--- src/hw/rtl/cbs_pkg.sv ---
// Package for the chained byte scrambler: word kind codes, key table,
// bit permutation tables and the small modulo helpers. No dependencies.
package cbs_pkg;

  typedef enum logic [1:0] {
    KIND_HEADER     = 2'd0,
    KIND_SCRAMBLE   = 2'd1,
    KIND_DESCRAMBLE = 2'd2
  } kind_e;

  typedef logic [7:0] byte_t;
  typedef logic [2:0] perm_sel_t;
  typedef logic [3:0] key_idx_t;

  localparam int unsigned KeyDepth = 13;
  localparam int unsigned PermCount = 7;

  // Rows past the key count are never selected.
  localparam byte_t KEY_TABLE [16] = '{
    8'h26, 8'hFF, 8'hE8, 8'hEF, 8'h42, 8'hD6, 8'h01,
    8'h54, 8'h14, 8'hA3, 8'h80, 8'hFD, 8'h6E,
    8'h00, 8'h00, 8'h00
  };

  // PERM_DEST[s][k]: scrambled bit position that receives source bit k.
  // The last row is an identity and is never selected.
  localparam logic [2:0] PERM_DEST [8][8] = '{
    '{3'd0, 3'd4, 3'd1, 3'd5, 3'd2, 3'd6, 3'd3, 3'd7},
    '{3'd3, 3'd0, 3'd2, 3'd6, 3'd5, 3'd4, 3'd7, 3'd1},
    '{3'd6, 3'd5, 3'd0, 3'd1, 3'd3, 3'd7, 3'd2, 3'd4},
    '{3'd1, 3'd3, 3'd7, 3'd4, 3'd0, 3'd2, 3'd5, 3'd6},
    '{3'd7, 3'd2, 3'd5, 3'd0, 3'd6, 3'd1, 3'd4, 3'd3},
    '{3'd5, 3'd6, 3'd4, 3'd3, 3'd7, 3'd0, 3'd1, 3'd2},
    '{3'd2, 3'd1, 3'd6, 3'd7, 3'd4, 3'd3, 3'd0, 3'd5},
    '{3'd0, 3'd1, 3'd2, 3'd3, 3'd4, 3'd5, 3'd6, 3'd7}
  };

  // Fold 3-bit groups (8 = 1 mod 7), then one compare and subtract.
  function automatic perm_sel_t mod7(input byte_t v);
    logic [4:0] s1;
    logic [3:0] s2;
    s1 = {2'b00, v[2:0]} + {2'b00, v[5:3]} + {3'b000, v[7:6]};
    s2 = {1'b0, s1[2:0]} + {2'b00, s1[4:3]};
    if (s2 >= 4'd7) s2 = s2 - 4'd7;
    return s2[2:0];
  endfunction

  // 16 = 3 mod 13: reduce to 3*hi + lo (at most 60), then subtract stepwise.
  function automatic key_idx_t mod13(input byte_t v);
    logic [5:0] x;
    x = {2'b00, v[3:0]} + {2'b00, v[7:4]} + {1'b0, v[7:4], 1'b0};
    if (x >= 6'd52) x = x - 6'd52;
    if (x >= 6'd26) x = x - 6'd26;
    if (x >= 6'd13) x = x - 6'd13;
    return x[3:0];
  endfunction

  function automatic byte_t permute_fwd(input byte_t v, input perm_sel_t sel);
    byte_t r;
    r = '0;
    for (int k = 0; k < 8; k++) r[PERM_DEST[sel][k]] = v[k];
    return r;
  endfunction

  function automatic byte_t permute_inv(input byte_t c, input perm_sel_t sel);
    byte_t r;
    r = '0;
    for (int k = 0; k < 8; k++) r[k] = c[PERM_DEST[sel][k]];
    return r;
  endfunction

endpackage

--- src/hw/rtl/cbs_xform.sv ---
// Single-pass byte transform: key XOR, chain XOR and bit permutation.
// Depends on cbs_pkg for tables and helper functions.
module cbs_xform (
  input  logic [1:0]     kind_i,
  input  cbs_pkg::byte_t data_i,
  input  cbs_pkg::byte_t chain_i,
  output cbs_pkg::byte_t result_o,
  output cbs_pkg::byte_t chain_o
);
  import cbs_pkg::*;

  byte_t     key;
  perm_sel_t sel;

  assign key = KEY_TABLE[mod13(chain_i)];
  assign sel = mod7(chain_i);

  always_comb begin
    result_o = data_i;
    chain_o  = chain_i;
    case (kind_i)
      KIND_HEADER: begin
        chain_o = data_i;
      end
      KIND_SCRAMBLE: begin
        result_o = permute_fwd(data_i ^ chain_i ^ key, sel);
        chain_o  = result_o;
      end
      KIND_DESCRAMBLE: begin
        result_o = permute_inv(data_i, sel) ^ key ^ chain_i;
        chain_o  = data_i;
      end
      default: begin
        // unused kind code: pass the word, hold the chain
        result_o = data_i;
        chain_o  = chain_i;
      end
    endcase
  end

endmodule

--- src/hw/rtl/chained_byte_scrambler.sv ---
// Top level of the chained byte scrambler: input register, transform,
// result register and chain register. Depends on cbs_pkg and cbs_xform.
//
// Streams one word per cycle with valid/ready on both sides. Each word sits
// in the input register, where the transform reads the chain register, and
// then moves to the result register, which drives output valid. A new word
// is accepted every cycle as long as the output side takes words; input
// ready drops only when both registers hold words and the output is not
// taken. The chain register updates in the same cycle a word moves to the
// result register, so the next word already sees the updated chain. Header
// words pass unchanged and load the chain; scramble words load the chain
// with the scrambled output; descramble words load it with the incoming
// ciphertext. last_byte travels alongside each word as last_o and does not
// touch the chain. The unused kind code passes the word and holds the
// chain. After reset the chain is zero.
module chained_byte_scrambler (
  input  logic           clk_i,
  input  logic           rst_ni,
  input  logic           in_valid_i,
  output logic           in_ready_o,
  input  logic [1:0]     kind_i,
  input  cbs_pkg::byte_t data_byte_i,
  input  logic           last_byte_i,
  output logic           out_valid_o,
  input  logic           out_ready_i,
  output cbs_pkg::byte_t out_byte_o,
  output logic           last_o
);
  import cbs_pkg::*;

  // input stage
  logic       s1_valid_q;
  logic [1:0] s1_kind_q;
  byte_t      s1_data_q;
  logic       s1_last_q;

  // result stage
  logic  out_valid_q;
  byte_t out_byte_q;
  logic  last_q;

  byte_t chain_q, chain_d;
  byte_t result;

  logic out_free;
  logic s1_move;
  logic in_take;

  // Result register is free when empty or being drained this cycle.
  assign out_free   = !out_valid_q || out_ready_i;
  assign s1_move    = s1_valid_q && out_free;
  assign in_ready_o = !s1_valid_q || out_free;
  assign in_take    = in_valid_i && in_ready_o;

  cbs_xform u_xform (
    .kind_i   (s1_kind_q),
    .data_i   (s1_data_q),
    .chain_i  (chain_q),
    .result_o (result),
    .chain_o  (chain_d)
  );

  // Control state: valid flags and chain.
  always_ff @(posedge clk_i or negedge rst_ni) begin
    if (!rst_ni) begin
      s1_valid_q  <= 1'b0;
      out_valid_q <= 1'b0;
      chain_q     <= '0;
    end else begin
      if (in_ready_o) s1_valid_q <= in_valid_i;
      if (out_free)   out_valid_q <= s1_valid_q;
      // advance the chain only when the word leaves the input stage
      if (s1_move)    chain_q <= chain_d;
    end
  end

  // Payload registers: no reset needed.
  always_ff @(posedge clk_i) begin
    if (in_take) begin
      s1_kind_q <= kind_i;
      s1_data_q <= data_byte_i;
      s1_last_q <= last_byte_i;
    end
    if (s1_move) begin
      out_byte_q <= result;
      last_q     <= s1_last_q;
    end
  end

  assign out_valid_o = out_valid_q;
  assign out_byte_o  = out_byte_q;
  assign last_o      = last_q;

  // Backpressure only when both stages hold words and the output stalls.
  assert property (@(posedge clk_i) disable iff (!rst_ni)
    !in_ready_o |-> (s1_valid_q && out_valid_q && !out_ready_i))
    else $error("input stalled without a full pipeline");

  // Header and descramble words load the chain with the incoming byte.
  assert property (@(posedge clk_i) disable iff (!rst_ni)
    (s1_move && (s1_kind_q == KIND_HEADER || s1_kind_q == KIND_DESCRAMBLE))
      |=> chain_q == $past(s1_data_q))
    else $error("chain not loaded from incoming byte");

  // Header words pass through unchanged.
  assert property (@(posedge clk_i) disable iff (!rst_ni)
    (s1_move && s1_kind_q == KIND_HEADER) |=> out_byte_o == $past(s1_data_q))
    else $error("header word altered");

  // Scramble words load the chain with their own output.
  assert property (@(posedge clk_i) disable iff (!rst_ni)
    (s1_move && s1_kind_q == KIND_SCRAMBLE) |=> chain_q == out_byte_o)
    else $error("chain differs from scrambled output");

  // A stalled result word holds its value.
  assert property (@(posedge clk_i) disable iff (!rst_ni)
    (out_valid_o && !out_ready_i) |=> (out_valid_o && $stable(out_byte_o)))
    else $error("stalled result word changed");

endmodule
--- config.mk ---
export PLATFORM = sky130hd
export DESIGN_NAME = chained_byte_scrambler
export DESIGN_NICKNAME = d
export VERILOG_FILES = /design/src/hw/rtl/cbs_pkg.sv /design/src/hw/rtl/cbs_xform.sv /design/src/hw/rtl/chained_byte_scrambler.sv
export SDC_FILE = /design/constraint.sdc
export NUM_CORES = 1
export LEC_CHECK = 0
export ABC_AREA = 1
export BUFFER_PORTS_ARGS = -buffer_cell sky130_fd_sc_hd__buf_2
export CAP_MARGIN = 20
export CORE_ASPECT_RATIO = 0.7
export CORE_MARGIN = 1.5
export CORE_UTILIZATION = 40
export CTS_CLUSTER_SIZE = 10
export DETAILED_ROUTE_END_ITERATION = 8
export GPL_TIMING_DRIVEN = 0
export PLACE_DENSITY = 0.61
export SKIP_CTS_REPAIR_TIMING = 1
export SLEW_MARGIN = 20
export SYNTH_ARGS = -nofsm -noshare
export SYNTH_HDL_FRONTEND = slang
export SYNTH_SLANG_ARGS = --single-unit
--- constraint.sdc ---
create_clock -name clk_i -period 6.15 [get_ports clk_i]
set_clock_uncertainty 0.2 [all_clocks]
set_input_delay 1.23 -clock clk_i [delete_from_list [all_inputs] [get_ports clk_i]]
set_output_delay 1.23 -clock clk_i [all_outputs]
set_load 0.005 [all_outputs]
==> impl_results.md, run 1 <==
- Clock-pin slew reported for the worst setup and hold paths after clock tree synthesis: 50 ps
- I/O pin count: 26
- Worst slew pin tran: 738.3 ps
- Total wire length: 16.55 mm
- Crit-path max cell delay: 540 ps
- Die Wd: 135.4 µm
- CP max stage cell: fa_2
- IO buf count: 25
- Final-layout setup total negative slack: 0 ps
- Crit Path Max Fanout: 5
- Worst endpoint required time: 6110 ps
- Count of different cell masters after synthesis: 47
- Floorplan row count: 33
- Most frequently used flop master after synthesis: edfxtp_1
- Cell taking the most area after synthesis: nand2_1
- Setup slack, reg-to-reg: 260 ps
- Area used by sequential logic in the layout: 858.3 µm²
- Number of endpoints failing setup at the final stage: 0
- Max-slew violations: 0
- Total global-route track usage: 0.2472
- GRT overflow: 0
- Worst min-delay path class: reg2reg
- Effective utilization at floorplan: 0.4153
- Area used by multi-input combinational logic: 3911 µm²
- Clock net sink count: 30
- Syn Std Cell Area: 4905 µm²
- Max-slew headroom: 0.5078
- Post-route ant nets: 0
- Total number of yosys warnings: 0
- Highest achievable clock rate: 169.8 MHz
- Post-detailed-route wirelength per cell: 16.43 µm
- H-Tree Depth: 2
- Routed vias: 5,488
- Number of buffers created by CTS: 5
- Detailed-router iteration count before antenna repair: 5
- Area share of the largest cell type after synthesis: 0.1653
- Number of max-cap violations: 0
- Sequential element share of the synthesized area: 0.1735
- Type of element capturing the critical path: flip-flop
- DRC violation total after the first TritonRoute iteration: 560
- Initial antenna violation count: 0
- Cell chosen for the clock root: clkbuf_16
- Wire length of the first global-routing pass: 24.25 mm
- CTS tree: built
- Placeable core area: 11,810 µm²
- Type of the setup path with the least slack: reg2reg
- Top area cells in the synthesized netlist: nand2_1, edfxtp_1, inv_1
- Clock Path Buffers: 2
- Clock latency reported for the late side of the worst-skew pair: 270 ps
- Number of nets in the layout: 903
- Post-Syn Nets: 841
- HPWL after detailed placement: 13.02 mm
- Critical path startpoint category: flip-flop
- Number of instances in the synthesized netlist: 787
- Run status: completed
- Number of enable flip-flop cells after synthesis: 20
- Remaining DRCs: 0
- Post-DR vias/cell: 5.450
- Vias in the first global route: 4,659
- Fillers: 1,182
- Endpoints failing hold: 0
- Share of cells above drive strength 1: 0.2576
- Die area: 12,950 µm²
- Average footprint of a synthesized cell: 6.232 µm²
- Share of the clock period used by the worst path after layout: 0.9574
- Die span in y: 95.65 µm
- Maximum number of pins on one net before global-route repair: 12
- Setup repair after global routing missed its margin: true
- Post-synthesis sequential element count: 30
- Post-route minimum period: 5888 ps
- Ant diodes: 0
- Placer's final routability congestion estimate: 1.005
- CP arrival: 5850 ps
- Post-synthesis async set-or-reset flop share: 0.3333
- Relative area change from synthesis to final layout: 24.11%
- Worst path most repeated cell: nand2_2
worst paths after layout:
check	startpoint	end	depth (start not counted)
setup / recovery	chain_q[4]$_DFFE_PN0P_	chain_q[0]$_DFFE_PN0P_	43
hold / removal	s1_last_q$_DFFE_PP_	last_o$_DFFE_PP_	0
setup reg to reg	chain_q[4]$_DFFE_PN0P_	chain_q[0]$_DFFE_PN0P_	43
hold reg to reg	s1_last_q$_DFFE_PP_	last_o$_DFFE_PP_	0
max in group asynchronous	rst_ni	chain_q[0]$_DFFE_PN0P_	1
min in group asynchronous	rst_ni	out_valid_o$_DFFE_PN0P_	1
worst max-delay path: cells and delay by family, from the launching register on:
| kind | cells | cell delay (ps) |
|---|---|---|
| buffers and inverters | 5 | 290 |
| flip-flops | 1 | 450 |
| adder cells (fa/ha/maj) | 6 | 1800 |
| AO/OA/AOI/OAI | 1 | 210 |
| AND/OR/NAND/NOR | 31 | 2820 |
synthesized netlist by cell type, types with 5 or more instances:
cell and n:
xnor2_1 10, o22ai_1 21, nand2_4 6, nor3_1 17
nand2_1 216, nand4_1 8, o21ai_0 10, o21ai_1 18
a21oi_1 29, xor2_1 13, fa_1 5, edfxtp_1 20
inv_2 10, o21bai_1 10, ha_1 34, inv_1 134
dfrtp_1 10, nor2_1 44, clkbuf_1 9, nand3_1 88
nand2_2 26
cell usage in the layout, fill, tap and decap left out, drive strengths merged:
| cell type | Yosys | final |
|---|---|---|
| o22ai | 21 | 21 |
| o211ai | 4 | 4 |
| a21o | 1 | 1 |
| nand3b | 4 | 4 |
| ha | 34 | 34 |
| a221oi | 3 | 3 |
| o2111ai | 2 | 2 |
| a31oi | 3 | 3 |
| edfxtp | 20 | 20 |
| or2 | 5 | 5 |
| nand4 | 8 | 8 |
| nand3 | 93 | 93 |
| xnor2 | 12 | 12 |
| a22oi | 4 | 4 |
| clkbuf | 9 | 17 |
| nor3 | 18 | 18 |
| o21ai | 31 | 31 |
| clkinvlp | 0 | 1 |
| nand2 | 248 | 248 |
| dfrtp | 10 | 10 |
| a21oi | 30 | 30 |
| o21a | 1 | 1 |
| buf | 4 | 59 |
| inv | 144 | 143 |
| o21bai | 11 | 11 |
| xor2 | 16 | 16 |
| fa | 5 | 5 |
| nor2 | 46 | 46 |
through the flow:
step	instance area (µm²)	hold slack, ps	std cells	setup WS, ps	util
2_1_floorplan	4905	200.3	787	601.0	-
3_3_place_gp	5226	204.4	969	-139.7	0.4426
3_5_place_dp	5226	218.9	969	-246.7	0.4426
4_1_cts	5394	231.4	977	-280.6	0.4568
5_1_grt	6087	238.0	1007	-107.4	0.5155
6_report	6087	227.5	1007	262.2	0.5155
final cells by class:
class | count | share of cell area
sequential | 30 | 0.1410
inverter | 144 | 0.08983
timing repair buffer | 55 | 0.05755
multi-input combinational | 600 | 0.6425
tap | 157 | 0.03227
clock buffer | 8 | 0.02754
buffer | 13 | 0.009250
kinds of logic after synthesis:
kind of cell	Yosys count	synth area share
flops	30	0.1735
compound gates	111	0.1418
buf+inv	157	0.1217
simple gates	422	0.3936
xor+xnor	28	0.06224
fa+ha+maj	39	0.1071
metal layers:
metal  up-vias  part of all wire  track usage
li1       2672                 -            -
met1      2558              0.47       0.3682
met2       238              0.42       0.3661
met3        20             0.098      0.05157
met4         0             0.014      0.04570
met5         -                 0            0
flip-flops by register name (all words and copies together), names as in the netlist:
| name | flops |
|---|---|
| s1_valid_q | 1 |
| out_valid_o | 1 |
| chain_q | 8 |
| last_o | 1 |
| s1_data_q | 8 |
| s1_kind_q | 2 |
| s1_last_q | 1 |
| out_byte_o | 8 |
Power of run 1 is left out: the tool's default activity adds up to more than one toggle a clock period on the data nets, which glitch-free logic cannot reach.
==> inputs of run 2 (changes only) <==
--- a/config.mk
+++ b/config.mk
@@ -15,6 +15,8 @@
 export DETAILED_ROUTE_END_ITERATION = 8
 export GPL_TIMING_DRIVEN = 0
 export PLACE_DENSITY = 0.61
+export RECOVER_POWER = 100
+export REMOVE_ABC_BUFFERS = 1
 export SKIP_CTS_REPAIR_TIMING = 1
 export SLEW_MARGIN = 20
 export SYNTH_ARGS = -nofsm -noshare
==> constraint.sdc (replaced) <==
create_clock -name clk_i -period 6.15 [get_ports clk_i]
set_clock_uncertainty 0.2 [all_clocks]
set_input_delay 0.9225 -clock clk_i [delete_from_list [all_inputs] [get_ports clk_i]]
set_output_delay 0.9225 -clock clk_i [all_outputs]
set_load 0.005 [all_outputs]
==> run 2 against run 1 <==
Compared with the run above:
- clock-buffer cell count stayed put
- global-route usage down 0.90 points
- first-iteration DRC count is 8.2% higher
- sequential cell count unchanged
- critical path depth down 4
- final area is 3.6% lower
- non-clock buffer count decreased by 17
- fmax decreased by 0.13%
- critical endpoint is now out_byte_o[2]$_DFFE_PP_
- highest routed layer unchanged
==> impl_results.md, run 2 (same netlist as run 1, synthesis figures left out) <==
- Initial antenna violation count: 0 (unchanged)
- Remaining DRCs: 0 (unchanged)
- Worst min-delay path class: reg2reg
- Vias in the first global route: 4,666 (+0.15%)
- Worst hold margin: 224.8 ps (-2.771 ps)
- I/O pin count: 26 (unchanged)
- Floorplan row count: 33 (unchanged)
- Clock latency reported for the late side of the worst-skew pair: 270 ps (about the same)
- Number of nets in the layout: 886 (-1.9%)
- Cell chosen for the clock root: clkbuf_16
- Source of the worst hold timing path: s1_last_q$_DFFE_PP_
- Die Wd: 135.4 µm (unchanged)
- GRT overflow: 0 (unchanged)
- Relative area change from synthesis to final layout: 19.62%
- Number of buffers created by CTS: 5 (unchanged)
- Crit-path max cell delay: 530 ps (about the same)
- Clock Path Buffers: 2 (unchanged)
- Clock-pin slew reported for the worst setup and hold paths after clock tree synthesis: 50 ps (about the same)
- Max-slew headroom: 0.2496 (-0.2581)
- Launch point of the critical path: chain_q[0]$_DFFE_PN0P_
- Placer's final routability congestion estimate: 0.9691 (-3.6%)
- Total wire length: 15.70 mm (-5.1%)
- H-Tree Depth: 2 (unchanged)
- Commonest non-fill, non-tap cell in the layout: nand2_1
- CTS tree: built
- Run status: completed
- Critical path startpoint category: flip-flop
- Share of cells above drive strength 1: 0.2077 (-0.04996)
- Maximum number of pins on one net before global-route repair: 17 (+5)
- Post-route ant nets: 0 (unchanged)
- Worst slew pin tran: 1126 ps (+387.2 ps)
- Type of the setup path with the least slack: reg2reg
- Placeable core area: 11,810 µm² (unchanged)
- Slack of the critical path: 254.5 ps (-7.693 ps)
- Final design utilization: 0.4968 (-0.01865)
- Routed vias: 5,404 (-1.5%)
- Total global-route track usage: 0.2382 (-0.008995)
- Wire length of the first global-routing pass: 23.91 mm (-1.4%)
- Worst r2r src: chain_q[0]$_DFFE_PN0P_
- Type of element capturing the critical path: flip-flop
- Ant diodes: 0 (unchanged)
- Post-DR vias/cell: 5.459 (+0.16%)
- Post-Place Setup Slack: -183.0 ps (+63.71 ps)
- IO buf count: 25 (unchanged)
- CP arrival: 5720 ps (-130 ps)
- Share of the clock period used by the worst path after layout: 0.9586 (+0.001251)
- Highest-count cells in the layout ignoring fill and taps: nand2_1, inv_1, nand3_1, nor2_1, nand2_2
- Die area: 12,950 µm² (unchanged)
- Clock net sink count: 30 (unchanged)
- Crit Path Max Fanout: 8 (+3)
- Post-route minimum period: 5895 ps (+7.693 ps)
- DRC violation total after the first TritonRoute iteration: 606 (+8.2%)
- HPWL after detailed placement: 12.12 mm (-6.9%)
- Max-slew violations: 0 (unchanged)
- Worst endpoint required time: 5970 ps (-140 ps)
- Fillers: 1,239 (+4.8%)
- Endpoints failing hold: 0 (unchanged)
- CP max stage cell: fa_2
- Number of endpoints failing setup at the final stage: 0 (unchanged)
- Setup repair after global routing missed its margin: true
- Highest achievable clock rate: 169.6 MHz (-0.13%)
- Post-detailed-route wirelength per cell: 15.86 µm (-3.5%)
- Detailed-router iteration count before antenna repair: 6 (+1)
- Effective utilization at floorplan: 0.4153 (unchanged)
- Number of max-cap violations: 0 (unchanged)
- Die span in y: 95.65 µm (unchanged)
[run 2: cell count changes in the layout (fill, tap and decap cells not counted), sizes merged]
cell      change
inv           +1
clkbuf        +2
buf          -19
clkinvlp      -1
[run 2: layout make-up]
class	count	area, µm²	share of cell area
repair buffers	51	306.5	0.05225
inverters	144	545.5	0.09298
flip-flops and latches	30	855.8	0.1459
multi-input cells	600	3774	0.6432
well taps	157	196.4	0.03348
clock buffers	8	188.9	0.03220
[run 2: critical path: cells and delay by family (launching register included)]
family	cells	cell delay, ps
compound gates	2	200
xor+xnor	1	290
fa+ha+maj	7	1870
buf+inv	7	560
flops	1	430
simple gates	22	2090
[run 2: worst paths after layout]
path | slack, ps | cells past startpoint | endpoint
setup / recovery | 250 | 39 | out_byte_o[2]$_DFFE_PP_
hold / removal | 220 | 0 | last_o$_DFFE_PP_
setup reg to reg | 250 | 39 | out_byte_o[2]$_DFFE_PP_
hold reg to reg | 220 | 0 | last_o$_DFFE_PP_
max in group asynchronous | 4990 | 1 | chain_q[4]$_DFFE_PN0P_
min in group asynchronous | 390 | 1 | chain_q[7]$_DFFE_PN0P_
[run 2: per-layer routing]
| layer | up-vias | part of all wire | GRT usage | routed length (µm) |
|---|---|---|---|---|
| li1 | 2645 | - | - | - |
| met1 | 2480 | 0.47 | 0.3574 | 7376 |
| met2 | 252 | 0.42 | 0.3529 | 6525 |
| met3 | 27 | 0.096 | 0.04200 | 1501 |
| met4 | 0 | 0.019 | 0.05018 | 300 |
| met5 | - | 0 | 0 | 0 |
[run 2: through the flow]
| step | TNS [ps] | cells | cell area [µm²] |
|---|---|---|---|
| after floorplan | 0 | 774 | 4848 |
| after global placement | -286.2 | 956 | 5170 |
| after detailed placement | -1943 | 956 | 5170 |
| after CTS | -2403 | 964 | 5359 |
| after global routing | -847.6 | 990 | 5867 |
| final | 0 | 990 | 5867 |
Power of run 2 is left out for the same reason.
==> inputs of run 3 (changes only) <==
--- a/config.mk
+++ b/config.mk
@@ -14,6 +14,7 @@
 export CTS_CLUSTER_SIZE = 10
 export DETAILED_ROUTE_END_ITERATION = 8
 export GPL_TIMING_DRIVEN = 0
+export HOLD_SLACK_MARGIN = 0.1
 export PLACE_DENSITY = 0.61
 export RECOVER_POWER = 100
 export REMOVE_ABC_BUFFERS = 1
==> constraint.sdc (replaced) <==
create_clock -name clk_i -period 6.15 [get_ports clk_i]
set_clock_uncertainty 0.2 [all_clocks]
set_input_delay 0.9225 -clock clk_i [delete_from_list [all_inputs] [get_ports clk_i]]
set_output_delay 0.9225 -clock clk_i [all_outputs]
set_load 0.01 [all_outputs]
==> run 3 against run 2 <==
Compared with the run above:
- hold slack unchanged
- sequential cell count stayed put
- critical path depth did not move
- register-to-register slack hardly changed
- clock-buffer cell count unchanged
- die area is the same
- via count is 0.22% lower
- non-clock buffer count unchanged
- critical path type unchanged
- critical endpoint unchanged
==> impl_results.md, run 3 (same netlist as run 1, synthesis figures left out) <==
- Post-route ant nets: 0 (unchanged)
- Crit Path Max Fanout: 8 (unchanged)
- Number of nets in the layout: 886 (unchanged)
- Worst endpoint required time: 5970 ps (about the same)
- Run status: completed
- Crit-path max cell delay: 530 ps (about the same)
- Die area: 12,950 µm² (unchanged)
- Kind of cell adding the most delay to the critical path: simple AND/OR/NAND/NOR gates
- Die Wd: 135.4 µm (unchanged)
- Placeable core area: 11,810 µm² (unchanged)
- CP max stage cell: fa_2
- Post-detailed-route wirelength per cell: 15.88 µm (+0.11%)
- Global-route track usage on met3: 0.04200 (unchanged)
- Placer's final routability congestion estimate: 0.9691 (unchanged)
- IO buf count: 25 (unchanged)
- Relative area change from synthesis to final layout: 19.59% (about the same)
- Clock-pin slew reported for the worst setup and hold paths after clock tree synthesis: 50 ps (about the same)
- Clock Path Buffers: 2 (unchanged)
- Total wire length: 15.72 mm (+0.11%)
- Number of endpoints failing setup at the final stage: 0 (unchanged)
- Setup repair after global routing missed its margin: true
- Clock latency reported for the late side of the worst-skew pair: 270 ps (about the same)
- Worst min-delay path class: reg2reg
- Instance count along the most critical hold path: 0 (unchanged)
- CTS tree: built
- Effective utilization at floorplan: 0.4153 (unchanged)
- Worst Reg2Reg Path Length in Cells: 39 (unchanged)
- Source of the worst hold timing path: s1_last_q$_DFFE_PP_
- Area used by sequential logic in the layout: 855.8 µm² (unchanged)
- Post-DR vias/cell: 5.446 (-0.22%)
- H-Tree Depth: 2 (unchanged)
- Max-slew violations: 0 (unchanged)
- Fillers: 1,240 (+0.081%)
- Detailed-router iteration count before antenna repair: 6 (unchanged)
- I/O pin count: 26 (unchanged)
- Maximum number of pins on one net before global-route repair: 17 (unchanged)
- Worst slew pin tran: 1081 ps (-44.34 ps)
- Number of buffers created by CTS: 5 (unchanged)
- Commonest non-fill, non-tap cell in the layout: nand2_1
- Initial antenna violation count: 0 (unchanged)
- Clock net sink count: 30 (unchanged)
- End of the worst register-to-register path: out_byte_o[2]$_DFFE_PP_
- Worst r2r src: chain_q[0]$_DFFE_PN0P_
- Ant diodes: 0 (unchanged)
- CP arrival: 5730 ps (about the same)
- Cell chosen for the clock root: clkbuf_16
- Routed vias: 5,392 (-0.22%)
- Buffering stage count on the worst path with inverters included: 7 (unchanged)
- GRT overflow: 0 (unchanged)
- Final design utilization: 0.4967 (about the same)
- Type of element capturing the critical path: flip-flop
- HPWL after detailed placement: 12.12 mm (unchanged)
- Total global-route track usage: 0.2382 (unchanged)
- DRC violation total after the first TritonRoute iteration: 606 (unchanged)
- Highest-count cells in the layout ignoring fill and taps: nand2_1, inv_1, nand3_1, nor2_1, nand2_2
- Number of max-cap violations: 0 (unchanged)
- Global routing met1 resource utilization: 0.3574 (unchanged)
- Type of the setup path with the least slack: reg2reg
- Critical path startpoint category: flip-flop
- Post-route minimum period: 5904 ps (+8.073 ps)
- Met2 track utilization from global routing: 0.3529 (unchanged)
- Vias in the first global route: 4,666 (unchanged)
- Highest achievable clock rate: 169.4 MHz (-0.14%)
- Setup slack, reg-to-reg: 250 ps (about the same)
- Endpoints failing hold: 0 (unchanged)
- Share of cells above drive strength 1: 0.2065 (-0.001200)
- Peak-usage layer in the global routing report: met1
- Wire length of the first global-routing pass: 23.91 mm (unchanged)
- Area used by multi-input combinational logic: 3774 µm² (unchanged)
- Share of the clock period used by the worst path after layout: 0.9599 (+0.001313)
- Endpoint, Worst Hold: last_o$_DFFE_PP_
- Max-slew headroom: 0.2792 (+0.02956)
- Remaining DRCs: 0 (unchanged)
- Floorplan row count: 33 (unchanged)
- Die span in y: 95.65 µm (unchanged)
run 3: changes by cell type in the layout (fill, tap and decap cells not counted):
cell | before | now
clkbuf_1 | 11 | 12
buf_2 | 14 | 13
run 3: area by class of cell:
class,instances,share of cell area
clock buffer,8,0.03221
inverter,144,0.09300
timing repair buffer,51,0.05205
multi-input combinational,600,0.6433
sequential,30,0.1459
tap,157,0.03349
run 3: how the worst max path moves through the flow:
stage                                       from                 endpoint  slack, ps  cells past startpoint
after floorplan           chain_q[4]$_DFFE_PN0P_  out_byte_o[0]$_DFFE_PP_        600                     42
after global placement    chain_q[0]$_DFFE_PN0P_  out_byte_o[5]$_DFFE_PP_       -110                     23
after detailed placement  chain_q[4]$_DFFE_PN0P_  out_byte_o[2]$_DFFE_PP_       -180                     38
after CTS                 chain_q[4]$_DFFE_PN0P_  out_byte_o[2]$_DFFE_PP_       -220                     38
after global routing      chain_q[4]$_DFFE_PN0P_   chain_q[0]$_DFFE_PN0P_       -100                     45
final                     chain_q[0]$_DFFE_PN0P_  out_byte_o[2]$_DFFE_PP_        250                     39
run 3: per-stage QoR:
step	setup WS (ps)	instance area [µm²]	cells	hold slack [ps]	setup TNS, ps
3_5_place_dp	-183.0	5170	956	220.7	-1943
5_1_grt	-100.5	5866	990	237.5	-847.6
6_report	246.5	5866	990	224.8	0
3_3_place_gp	-105.9	5170	956	202.8	-286.2
4_1_cts	-220.0	5359	964	232.7	-2403
2_1_floorplan	600.5	4848	774	200.3	0
run 3: routing by layer:
metal	part of all wire	wire length, µm
met2	0.42	6548
met5	0	0
met1	0.47	7382
met4	0.017	270
met3	0.097	1518
Power of run 3 is left out for the same reason.
